===== config.mk =====
export PLATFORM = sky130hd
export DESIGN_NAME = wms_ctrl
export DESIGN_NICKNAME = d
export VERILOG_FILES = /design/src/rtl/core/wms_pkg.sv /design/src/rtl/core/wms_ctrl.sv
export SDC_FILE = /design/constraint.sdc
export NUM_CORES = 1
export LEC_CHECK = 0
export ABC_AREA = 1
export BUFFER_PORTS_ARGS = -buffer_cell sky130_fd_sc_hd__clkbuf_2
export CAP_MARGIN = 10
export CORE_ASPECT_RATIO = 1.2
export CORE_UTILIZATION = 30
export CTS_CLUSTER_SIZE = 16
export DETAILED_ROUTE_END_ITERATION = 7
export GPL_TIMING_DRIVEN = 0
export PLACE_DENSITY = 0.49
export SYNTH_ARGS = -nofsm -noshare
export SYNTH_HDL_FRONTEND = slang
export SYNTH_SLANG_ARGS = --single-unit

===== constraint.sdc =====
create_clock -name aclk -period 11.5 [get_ports aclk]
set_clock_uncertainty 0.15 [all_clocks]
set_input_delay 1.15 -clock aclk [delete_from_list [all_inputs] [get_ports aclk]]
set_output_delay 1.15 -clock aclk [all_outputs]
set_load 0.01 [all_outputs]

===== src/rtl/core/wms_pkg.sv =====
// Shared types and constants for the waypoint motion sequencer.
package wms_pkg;

    localparam int WMS_TABLE_DEPTH = 64;
    localparam logic [15:0] WMS_TIMEOUT_RESET = 16'd1000;

    typedef enum logic [2:0] {
        OP_CLEAR  = 3'd0,
        OP_APPEND = 3'd1,
        OP_START  = 3'd2,
        OP_CANCEL = 3'd3,
        OP_ESTOP  = 3'd4,
        OP_TICK   = 3'd5
    } wms_op_t;

    typedef enum logic [0:0] {
        CFG_TOLERANCE = 1'b0,
        CFG_TIMEOUT   = 1'b1
    } wms_cfg_t;

    typedef enum logic [1:0] {
        ST_IDLE,
        ST_EXEC,
        ST_LAUNCH
    } wms_state_t;

    typedef struct packed {
        logic signed [31:0] linear;
        logic signed [31:0] rotation;
        logic [15:0]        dwell;
    } wms_entry_t;

endpackage


===== src/rtl/core/wms_ctrl.sv =====
// Sequencer control: operation decode, timers, cursor and result register.
module wms_ctrl
    import wms_pkg::*;
#(
    parameter int TABLE_DEPTH = WMS_TABLE_DEPTH,
    localparam int AW = (TABLE_DEPTH > 1) ? $clog2(TABLE_DEPTH) : 1,
    localparam int CW = $clog2(TABLE_DEPTH + 1)
) (
    input  logic               aclk,
    input  logic               aresetn,
    input  logic               cfg_we,
    input  logic [0:0]         cfg_index,
    input  logic [15:0]        cfg_data,
    input  logic               s_valid,
    output logic               s_ready,
    input  logic [2:0]         s_operation,
    input  logic signed [31:0] s_wp_linear,
    input  logic signed [31:0] s_wp_rotation,
    input  logic [15:0]        s_wp_dwell,
    input  logic signed [31:0] s_linear_position,
    input  logic               s_rotation_busy,
    output logic               m_valid,
    input  logic               m_ready,
    output logic               m_move_issued,
    output logic signed [31:0] m_linear_target,
    output logic signed [31:0] m_rotation_target,
    output logic               m_running,
    output logic               m_dwelling,
    output logic               m_linear_busy,
    output logic               m_stop_issued,
    output logic [6:0]         m_point_index,
    output logic               tbl_wr_en,
    output logic [AW-1:0]      tbl_wr_addr,
    output wms_entry_t         tbl_wr_data,
    output logic               tbl_rd_en,
    output logic [AW-1:0]      tbl_rd_addr,
    input  wms_entry_t         tbl_rd_data
);

    localparam logic [CW-1:0] DEPTH_C = CW'(TABLE_DEPTH);

    wms_state_t state_reg, state_next;

    logic [15:0] tol_reg, timeout_reg;

    logic [2:0]         op_reg;
    wms_entry_t         wp_reg;
    logic signed [31:0] pos_reg;
    logic               rot_busy_reg;

    logic [CW-1:0]      count_reg, count_next;
    logic [CW-1:0]      cursor_reg, cursor_next;
    logic               active_reg, active_next;
    logic               dwell_reg, dwell_next;
    logic [15:0]        dwell_left_reg, dwell_left_next;
    logic               moving_reg, moving_next;
    logic [15:0]        time_left_reg, time_left_next;
    logic signed [31:0] lin_tgt_reg, lin_tgt_next;
    logic signed [31:0] rot_tgt_reg, rot_tgt_next;

    logic               m_valid_reg;
    logic               moved_out_reg, stop_out_reg;
    logic signed [31:0] lin_out_reg, rot_out_reg;
    logic               run_out_reg, dwell_out_reg, busy_out_reg;
    logic [6:0]         idx_out_reg;

    logic out_free, finish, moved, stopped, advance;
    logic [CW-1:0] cur_inc;
    logic [15:0] tl_dec, dl_dec;
    logic signed [32:0] diff;
    logic [32:0] abs_diff;
    logic in_tol, mv_after;
    logic [CW+6:0] idx_ext;

    assign out_free = !m_valid_reg || m_ready;
    assign cur_inc  = cursor_reg + CW'(1);
    assign diff     = {pos_reg[31], pos_reg} - {lin_tgt_reg[31], lin_tgt_reg};
    assign abs_diff = diff[32] ? 33'(-diff) : 33'(diff);
    assign in_tol   = abs_diff <= {17'd0, tol_reg};
    assign tl_dec   = (moving_reg && time_left_reg != 16'd0) ? time_left_reg - 16'd1
                                                             : time_left_reg;
    assign dl_dec   = (dwell_reg && dwell_left_reg != 16'd0) ? dwell_left_reg - 16'd1
                                                             : dwell_left_reg;
    assign mv_after = moving_reg && !(in_tol || tl_dec == 16'd0);
    assign idx_ext  = {7'd0, cursor_next};

    always_ff @(posedge aclk) begin
        if (!aresetn) begin
            tol_reg     <= 16'd0;
            timeout_reg <= WMS_TIMEOUT_RESET;
        end else if (cfg_we) begin
            unique case (wms_cfg_t'(cfg_index))
                CFG_TOLERANCE: tol_reg     <= cfg_data;
                CFG_TIMEOUT:   timeout_reg <= cfg_data;
                default: ;
            endcase
        end
    end

    always_ff @(posedge aclk) begin
        if (state_reg == ST_IDLE && s_valid) begin
            op_reg       <= s_operation;
            wp_reg       <= '{linear: s_wp_linear, rotation: s_wp_rotation,
                              dwell: s_wp_dwell};
            pos_reg      <= s_linear_position;
            rot_busy_reg <= s_rotation_busy;
        end
    end

    always_ff @(posedge aclk) begin
        if (!aresetn) begin
            state_reg      <= ST_IDLE;
            count_reg      <= '0;
            cursor_reg     <= '0;
            active_reg     <= 1'b0;
            dwell_reg      <= 1'b0;
            dwell_left_reg <= 16'd0;
            moving_reg     <= 1'b0;
            time_left_reg  <= 16'd0;
            lin_tgt_reg    <= 32'sd0;
            rot_tgt_reg    <= 32'sd0;
        end else begin
            state_reg      <= state_next;
            count_reg      <= count_next;
            cursor_reg     <= cursor_next;
            active_reg     <= active_next;
            dwell_reg      <= dwell_next;
            dwell_left_reg <= dwell_left_next;
            moving_reg     <= moving_next;
            time_left_reg  <= time_left_next;
            lin_tgt_reg    <= lin_tgt_next;
            rot_tgt_reg    <= rot_tgt_next;
        end
    end

    always_comb begin
        state_next      = state_reg;
        count_next      = count_reg;
        cursor_next     = cursor_reg;
        active_next     = active_reg;
        dwell_next      = dwell_reg;
        dwell_left_next = dwell_left_reg;
        moving_next     = moving_reg;
        time_left_next  = time_left_reg;
        lin_tgt_next    = lin_tgt_reg;
        rot_tgt_next    = rot_tgt_reg;
        s_ready         = 1'b0;
        finish          = 1'b0;
        moved           = 1'b0;
        stopped         = 1'b0;
        advance         = 1'b0;
        tbl_wr_en       = 1'b0;
        tbl_wr_addr     = count_reg[AW-1:0];
        tbl_wr_data     = wp_reg;
        tbl_rd_en       = 1'b0;
        tbl_rd_addr     = cursor_reg[AW-1:0];

        unique case (state_reg)
            ST_IDLE: begin
                s_ready = 1'b1;
                if (s_valid) begin
                    tbl_rd_en   = 1'b1;
                    tbl_rd_addr = (s_operation == OP_START) ? '0 : cursor_reg[AW-1:0];
                    state_next  = ST_EXEC;
                end
            end
            ST_EXEC: begin
                if (out_free) begin
                    finish = 1'b1;
                    unique case (op_reg)
                        OP_CLEAR: begin
                            count_next  = '0;
                            cursor_next = '0;
                            active_next = 1'b0;
                            dwell_next  = 1'b0;
                        end
                        OP_APPEND: begin
                            if (count_reg < DEPTH_C) begin
                                tbl_wr_en  = 1'b1;
                                count_next = count_reg + CW'(1);
                            end
                        end
                        OP_START: begin
                            cursor_next = '0;
                            dwell_next  = 1'b0;
                            active_next = count_reg != '0;
                            if (count_reg != '0) begin
                                lin_tgt_next   = tbl_rd_data.linear;
                                rot_tgt_next   = tbl_rd_data.rotation;
                                moving_next    = 1'b1;
                                time_left_next = timeout_reg;
                                moved          = 1'b1;
                            end
                        end
                        OP_CANCEL: begin
                            active_next = 1'b0;
                            dwell_next  = 1'b0;
                            stopped     = 1'b1;
                        end
                        OP_ESTOP: begin
                            active_next = 1'b0;
                            dwell_next  = 1'b0;
                            moving_next = 1'b0;
                            stopped     = 1'b1;
                        end
                        OP_TICK: begin
                            time_left_next  = tl_dec;
                            dwell_left_next = dl_dec;
                            moving_next     = mv_after;
                            if (active_reg) begin
                                if (dwell_reg) begin
                                    if (dl_dec == 16'd0) begin
                                        dwell_next = 1'b0;
                                        advance    = 1'b1;
                                    end
                                end else if (!rot_busy_reg && !mv_after) begin
                                    if (tbl_rd_data.dwell != 16'd0) begin
                                        dwell_next      = 1'b1;
                                        dwell_left_next = tbl_rd_data.dwell;
                                    end else begin
                                        advance = 1'b1;
                                    end
                                end
                            end
                            if (advance) begin
                                cursor_next = cur_inc;
                                if (cur_inc >= count_reg) begin
                                    active_next = 1'b0;
                                end else begin
                                    // second table read for the next waypoint
                                    finish      = 1'b0;
                                    tbl_rd_en   = 1'b1;
                                    tbl_rd_addr = cur_inc[AW-1:0];
                                    state_next  = ST_LAUNCH;
                                end
                            end
                        end
                        default: ;
                    endcase
                    if (finish) begin
                        state_next = ST_IDLE;
                    end
                end
            end
            ST_LAUNCH: begin
                if (out_free) begin
                    finish         = 1'b1;
                    lin_tgt_next   = tbl_rd_data.linear;
                    rot_tgt_next   = tbl_rd_data.rotation;
                    moving_next    = 1'b1;
                    time_left_next = timeout_reg;
                    moved          = 1'b1;
                    state_next     = ST_IDLE;
                end
            end
            default: state_next = ST_IDLE;
        endcase
    end

    always_ff @(posedge aclk) begin
        if (!aresetn) begin
            m_valid_reg <= 1'b0;
        end else if (finish) begin
            m_valid_reg <= 1'b1;
        end else if (m_ready) begin
            m_valid_reg <= 1'b0;
        end
    end

    always_ff @(posedge aclk) begin
        if (finish) begin
            moved_out_reg <= moved;
            stop_out_reg  <= stopped;
            lin_out_reg   <= lin_tgt_next;
            rot_out_reg   <= rot_tgt_next;
            run_out_reg   <= active_next;
            dwell_out_reg <= dwell_next;
            busy_out_reg  <= moving_next;
            idx_out_reg   <= idx_ext[6:0];
        end
    end

    assign m_valid           = m_valid_reg;
    assign m_move_issued     = moved_out_reg;
    assign m_linear_target   = lin_out_reg;
    assign m_rotation_target = rot_out_reg;
    assign m_running         = run_out_reg;
    assign m_dwelling        = dwell_out_reg;
    assign m_linear_busy     = busy_out_reg;
    assign m_stop_issued     = stop_out_reg;
    assign m_point_index     = idx_out_reg;

endmodule


==> flow_metrics.env, run 1 <==
export IMPL_final_area_sq_um=22000
export IMPL_area_growth_pct=24.1
export IMPL_hpwl_mm=47.6
export IMPL_post_drt_wl_per_cell_um=16.8
export IMPL_worst_ir_drop_vdd_uv=143
export IMPL_netlist_instances=2243
export IMPL_max_freq_ghz=0.131
export IMPL_antenna_found_initial=5
export IMPL_synthFlopType="edfxtp_1"
export IMPL_die_y_um=268
export IMPL_grt_util_all_layers=0.193
export IMPL_clock_path_buffers=3
export IMPL_max_stage_delay_ps=410
export IMPL_cts_tree="yes"
export IMPL_syn_area_per_cell_sq_um=7.90
export IMPL_crit_slowest_cell="buf_1"
export IMPL_std_cell_rows=97
export IMPL_power_mw=3.01
export IMPL_p_leak_nw=10.2
export IMPL_synth_cell_type_count=51
export IMPL_grt_pass1_vias=15990
export IMPL_cp_common_cell="nand2_1"
export IMPL_dr_pass1_iters=5
export IMPL_grt_max_degree=62
export IMPL_dpl_instance_area_sq_um=20700
export IMPL_async_flop_share=0
export IMPL_finalMaxSlewViolations=0
export IMPL_num_vias=15785
export IMPL_fin_crit_sh=0.664
export IMPL_synth_area_leaders="edfxtp_1 33%, dfxtp_1 17%, nand2_1 11%"
export IMPL_hold_path_class="flop to flop"
export IMPL_worst_path_buf_inv=4
export IMPL_cp_data_arrival_time_ps=6340
export IMPL_viasPerCell=4.51
export IMPL_htreeDepth=2
export IMPL_die_area_sq_um=60000
export IMPL_tightest_slew_ps=1010
export IMPL_max_slew_margin=0.327
export IMPL_clock_sinks=340
export IMPL_syn_area_sq_um=17700
export IMPL_port_buffers=388
export IMPL_wirelength_mm=58.8
export IMPL_cts_buffers=39
export IMPL_grt_pass1_wl_mm=88.5
export IMPL_synth_seq_cells=340
export IMPL_worstPathRequired_ps=10200
export IMPL_setup_violations=0
export IMPL_synth_edf_count=192
export IMPL_cts_resized=0
export IMPL_largest_reg_flops=80
export IMPL_drtIter0Drc=670
export IMPL_post_cts_buffers=0
export IMPL_cp_end_kind="output pin"
export IMPL_startpoint_type="flop"
export IMPL_ys_warn_count=0
export IMPL_cellPowerDensity_nw_per_um2=137
export IMPL_reg2reg_slack_ps=4750
export IMPL_critPathTopFamily="simple AND/OR/NAND/NOR gates"
export IMPL_maxCapViolCount=0
export IMPL_gp_congestion=0.873
export IMPL_status="complete, no violations"
export IMPL_cts_hold_buf=0
export IMPL_hp_start="timeout_reg[11]"
export IMPL_grt_overflow=0
export IMPL_startpoint="lin_tgt_reg[0]"
export IMPL_io_pins=390
export IMPL_ant_nets=0
export IMPL_worstSetupPathType="flop to output pin"
export IMPL_core_sq_um=58400
export IMPL_initial_core_util=0.304
export IMPL_worstPathMaxFanout=10
export IMPL_nets=2958
export IMPL_antennaDiodeCount=0
export IMPL_clkTransAtPathRegs_ps=60
export IMPL_tns_ps=0
export IMPL_drive_gt1_frac=0.191
export IMPL_worstReg2RegStart="lin_tgt_reg[0]"
export IMPL_finalCriticalPeriod_ps=7640
export IMPL_die_w_um=224
export IMPL_synth_top_area_share=0.325
export IMPL_synth_area_leader_cell="edfxtp_1"
export IMPL_drc=0
export IMPL_ys_seq_area_frac=0.493
export IMPL_clk_latency_ps=570
export IMPL_hold_violations=0
export IMPL_rsz0062_at_grt="no"
export IMPL_root_buffer="clkbuf_16"
export IMPL_syn_nets=2526
[stage by stage]
stage | worst slack (ps) | utilization | hold WS (ps) | cells
after detailed placement | 4280 | 0.355 | 306 | 3426
final | 3860 | 0.377 | 313 | 3498
after CTS | 3630 | 0.377 | 318 | 3498
after global placement | 2990 | 0.354 | 303 | 3423
after floorplan | 5400 | - | 280 | 2243
after global routing | 3080 | 0.377 | 331 | 3498
[routing by layer]
metal  share of wire  global-route usage  up-vias
li1                -                   -     8027
met5          0.0011                   0        -
met2            0.52               0.368      415
met4           0.029              0.0650        8
met3           0.061              0.0490       75
met1            0.39               0.205     7260
[layout by cell type, fill, tap and decap left out, drive strengths merged, types with 64 or more instances in the layout]
master,instances
ha,64
nor2,282
inv,471
o22ai,65
a21oi,110
nand2,509
edfxtp,192
clkbuf,483
nand3,116
o21ai,73
dfxtp,148
[cells by family after synthesis]
kind of cell | synth area share
AOI/OAI and AO/OA | 0.0883
and+or+nand+nor | 0.237
xor gates and xnor gates | 0.0213
DFF | 0.493
adders and majority gates | 0.0463
buffers and inverters | 0.114
[cell usage after synthesis, types with 10 or more instances]
master	n
inv_1	448
o21ai_0	67
nor2_2	10
nor2_1	270
a21oi_1	109
nand2_1	497
dfxtp_1	148
nand4_1	28
nand2_2	10
o22ai_1	65
ha_1	64
nor3_1	23
clkbuf_1	41
inv_2	19
nand3_1	108
edfxtp_1	192
xor2_1	38
[final cells by class]
cell class / count / area (sq um)
Tap cell: 792 / 991
Clock inverter: 18 / 185
Sequential cell: 340 / 8730
Timing Repair Buffer: 391 / 2000
Multi-Input combinational cell: 1377 / 6970
Clock buffer: 54 / 1080
Inverter: 471 / 1780
Fill cell: 6124 / 36400
Buffer: 55 / 256
[worst reg2reg max path, delay by kind of cell (launching register included)]
family / cells / cell delay, ps
simple gates: 31 / 2900
buf+inv: 5 / 1260
fa+ha+maj: 3 / 910
compound gates: 3 / 630
flops: 1 / 380
xor+xnor: 1 / 140
[report_power, final]
part           internal (mW)  total (mW)  switching, mW
Sequential              1.33        1.35         0.0213
Combinational          0.146       0.416          0.270
Clock                  0.712        1.24          0.527
[worst paths after layout]
| check | endpoint | cells past startpoint |
|---|---|---|
| setup / recovery | tbl_rd_addr[1] | 45 |
| hold / removal | timeout_reg[11] | 2 |
| setup reg to reg | m_linear_target[7] | 43 |
| hold reg to reg | timeout_reg[11] | 2 |
No activity file was read; power rests on OpenSTA's default activity.
==> run 2: changes to the inputs <==
==> constraint.sdc (replaced) <==
create_clock -name aclk -period 7.8 [get_ports aclk]
set_clock_uncertainty 0.15 [all_clocks]
set_input_delay 0.78 -clock aclk [delete_from_list [all_inputs] [get_ports aclk]]
set_output_delay 0.78 -clock aclk [all_outputs]
set_load 0.01 [all_outputs]
==> run 2 against run 1 <==
  * Register-to-register slack worse by 3500 ps
  * Die area unchanged
  * Combinational power up 48%
  * Sequential power up 47%
  * First-iteration DRC count down 0.15%
  * Design area up 0.15%
  * Global-route usage unchanged
  * Worst setup slack worse by 3100 ps
  * Clock-buffer cell count unchanged
  * Cell count about the same
  * Critical path type unchanged
  * Largest power group unchanged
  * Highest routed layer unchanged
==> flow_metrics.env, run 2 (synthesis gave the netlist of run 1 again) <==
export IMPL_viasPerCell=4.51
export IMPL_critPathTopFamily="simple AND/OR/NAND/NOR gates"
export IMPL_hold_violations=0
export IMPL_mostFrequentLayoutCell="nand2_1"
export IMPL_use_met2=0.368
export IMPL_worst_ir_drop_vdd_uv=212
export IMPL_path_depth=46
export IMPL_worstPathMaxFanout=10
export IMPL_status="complete, no violations"
export IMPL_wirelength_mm=58.8
export IMPL_grt_max_degree=62
export IMPL_worst_path_buf_inv=8
export IMPL_initial_core_util=0.304
export IMPL_worstRegToRegCells=44
export IMPL_antennaDiodeCount=0
export IMPL_tns_ps=0
export IMPL_hpwl_mm=47.6
export IMPL_n_fill_cell=6122
export IMPL_drc=0
export IMPL_finalMaxSlewViolations=0
export IMPL_cellPowerDensity_nw_per_um2=201
export IMPL_std_cell_rows=97
export IMPL_grt_pass1_wl_mm=88.5
export IMPL_gp_congestion=0.873
export IMPL_final_cell_mix="493 x nand2_1, 446 x inv_1, 388 x clkbuf_2"
export IMPL_startpoint_type="flop"
export IMPL_crit_slowest_cell="fa_1"
export IMPL_core_sq_um=58400
export IMPL_largest_reg_flops=80
export IMPL_min_path_cells=1
export IMPL_worstPathRequired_ps=6870
export IMPL_root_buffer="clkbuf_16"
export IMPL_clkTransAtPathRegs_ps=60
export IMPL_utilization=0.377
export IMPL_finalCriticalPeriod_ps=7040
export IMPL_die_area_sq_um=60000
export IMPL_tightest_slew_ps=1030
export IMPL_htreeDepth=2
export IMPL_port_buffers=388
export IMPL_rsz0062_at_grt="no"
export IMPL_clk_latency_ps=570
export IMPL_cp_common_cell="nand2_1"
export IMPL_maxCapViolCount=0
export IMPL_p_leak_nw=10.2
export IMPL_use_met1=0.205
export IMPL_grt_pass1_vias=15990
export IMPL_max_stage_delay_ps=380
export IMPL_nets=2960
export IMPL_post_drt_wl_per_cell_um=16.8
export IMPL_worstSetupPathType="flop to output pin"
export IMPL_hold_path_class="input port to flop"
export IMPL_dr_pass1_iters=5
export IMPL_ant_nets=0
export IMPL_die_w_um=224
export IMPL_die_y_um=268
export IMPL_cts_hold_buf=0
export IMPL_clock_sinks=340
export IMPL_fin_crit_sh=0.902
export IMPL_setup_violations=0
export IMPL_cp_end_kind="output pin"
export IMPL_use_met3=0.0490
export IMPL_busiest_layer="met2"
export IMPL_cts_tree="yes"
export IMPL_drtIter0Drc=669
export IMPL_cts_buffers=39
export IMPL_drive_gt1_frac=0.194
export IMPL_max_freq_ghz=0.142
export IMPL_io_pins=390
export IMPL_max_slew_margin=0.316
export IMPL_area_growth_pct=24.3
export IMPL_grt_overflow=0
export IMPL_grt_util_all_layers=0.193
export IMPL_clock_path_buffers=3
export IMPL_cp_data_arrival_time_ps=6110
export IMPL_antenna_found_initial=5
export IMPL_num_vias=15785
[run 2: area by class of cell]
type	instances	area, sq um	share of cell area
inverter	471	1780	0.0807
tap	792	991	0.0450
clock buffer	54	1080	0.0491
buffer	55	258	0.0117
clock inverter	18	185	0.00841
sequential	340	8730	0.396
multi-input combinational	1377	6980	0.317
timing repair buffer	393	2020	0.0917
[run 2: final timing paths]
| kind | from | end | slack (ps) |
|---|---|---|---|
| worst min-delay path | s_wp_dwell[12] | tbl_wr_data[12] | 230 |
| worst min register to register | timeout_reg[11] | timeout_reg[11] | 310 |
| worst max register to register | pos_reg[0] | m_rotation_target[29] | 1300 |
| worst max-delay path | pos_reg[0] | tbl_rd_addr[0] | 760 |
[run 2: worst reg2reg max path, delay by kind of cell, from the launching register on]
family	cells	cell delay, ps
buffers and inverters	8	1310
DFF	1	340
AOI/OAI and AO/OA	4	760
adders and majority gates	3	900
xor gates and xnor gates	1	140
and+or+nand+nor	28	2570
[run 2: through the flow]
stage | hold WS (ps) | total power, mW | instances | setup WS [ps] | cell area (sq um)
2_1_floorplan | 280 | 2.41 | 2243 | 1700 | 17700
3_3_place_gp | 303 | 2.65 | 3423 | -709 | 20700
3_5_place_dp | 306 | 2.65 | 3426 | 945 | 20700
4_1_cts | 203 | 4.50 | 3498 | 304 | 22000
5_1_grt | 207 | 4.64 | 3500 | 15.0 | 22000
6_report | 235 | 4.43 | 3500 | 763 | 22000
[run 2: routing by layer]
| metal | vias up | part of all wire |
|---|---|---|
| met5 | - | 0.0011 |
| met4 | 8 | 0.030 |
| met3 | 77 | 0.061 |
| met2 | 416 | 0.52 |
| met1 | 7257 | 0.39 |
| li1 | 8027 | - |
[run 2: repair_timing]
action | in CTS | in global routing
resized for setup | 0 | 8
setup buffers | 0 | 2
setup endpoints to repair | 0 | 7
[run 2: report_power, final]
group,switching [mW],internal (mW)
Clock,0.776,1.05
Sequential,0.0314,1.96
Combinational,0.399,0.216
Total,1.21,3.23
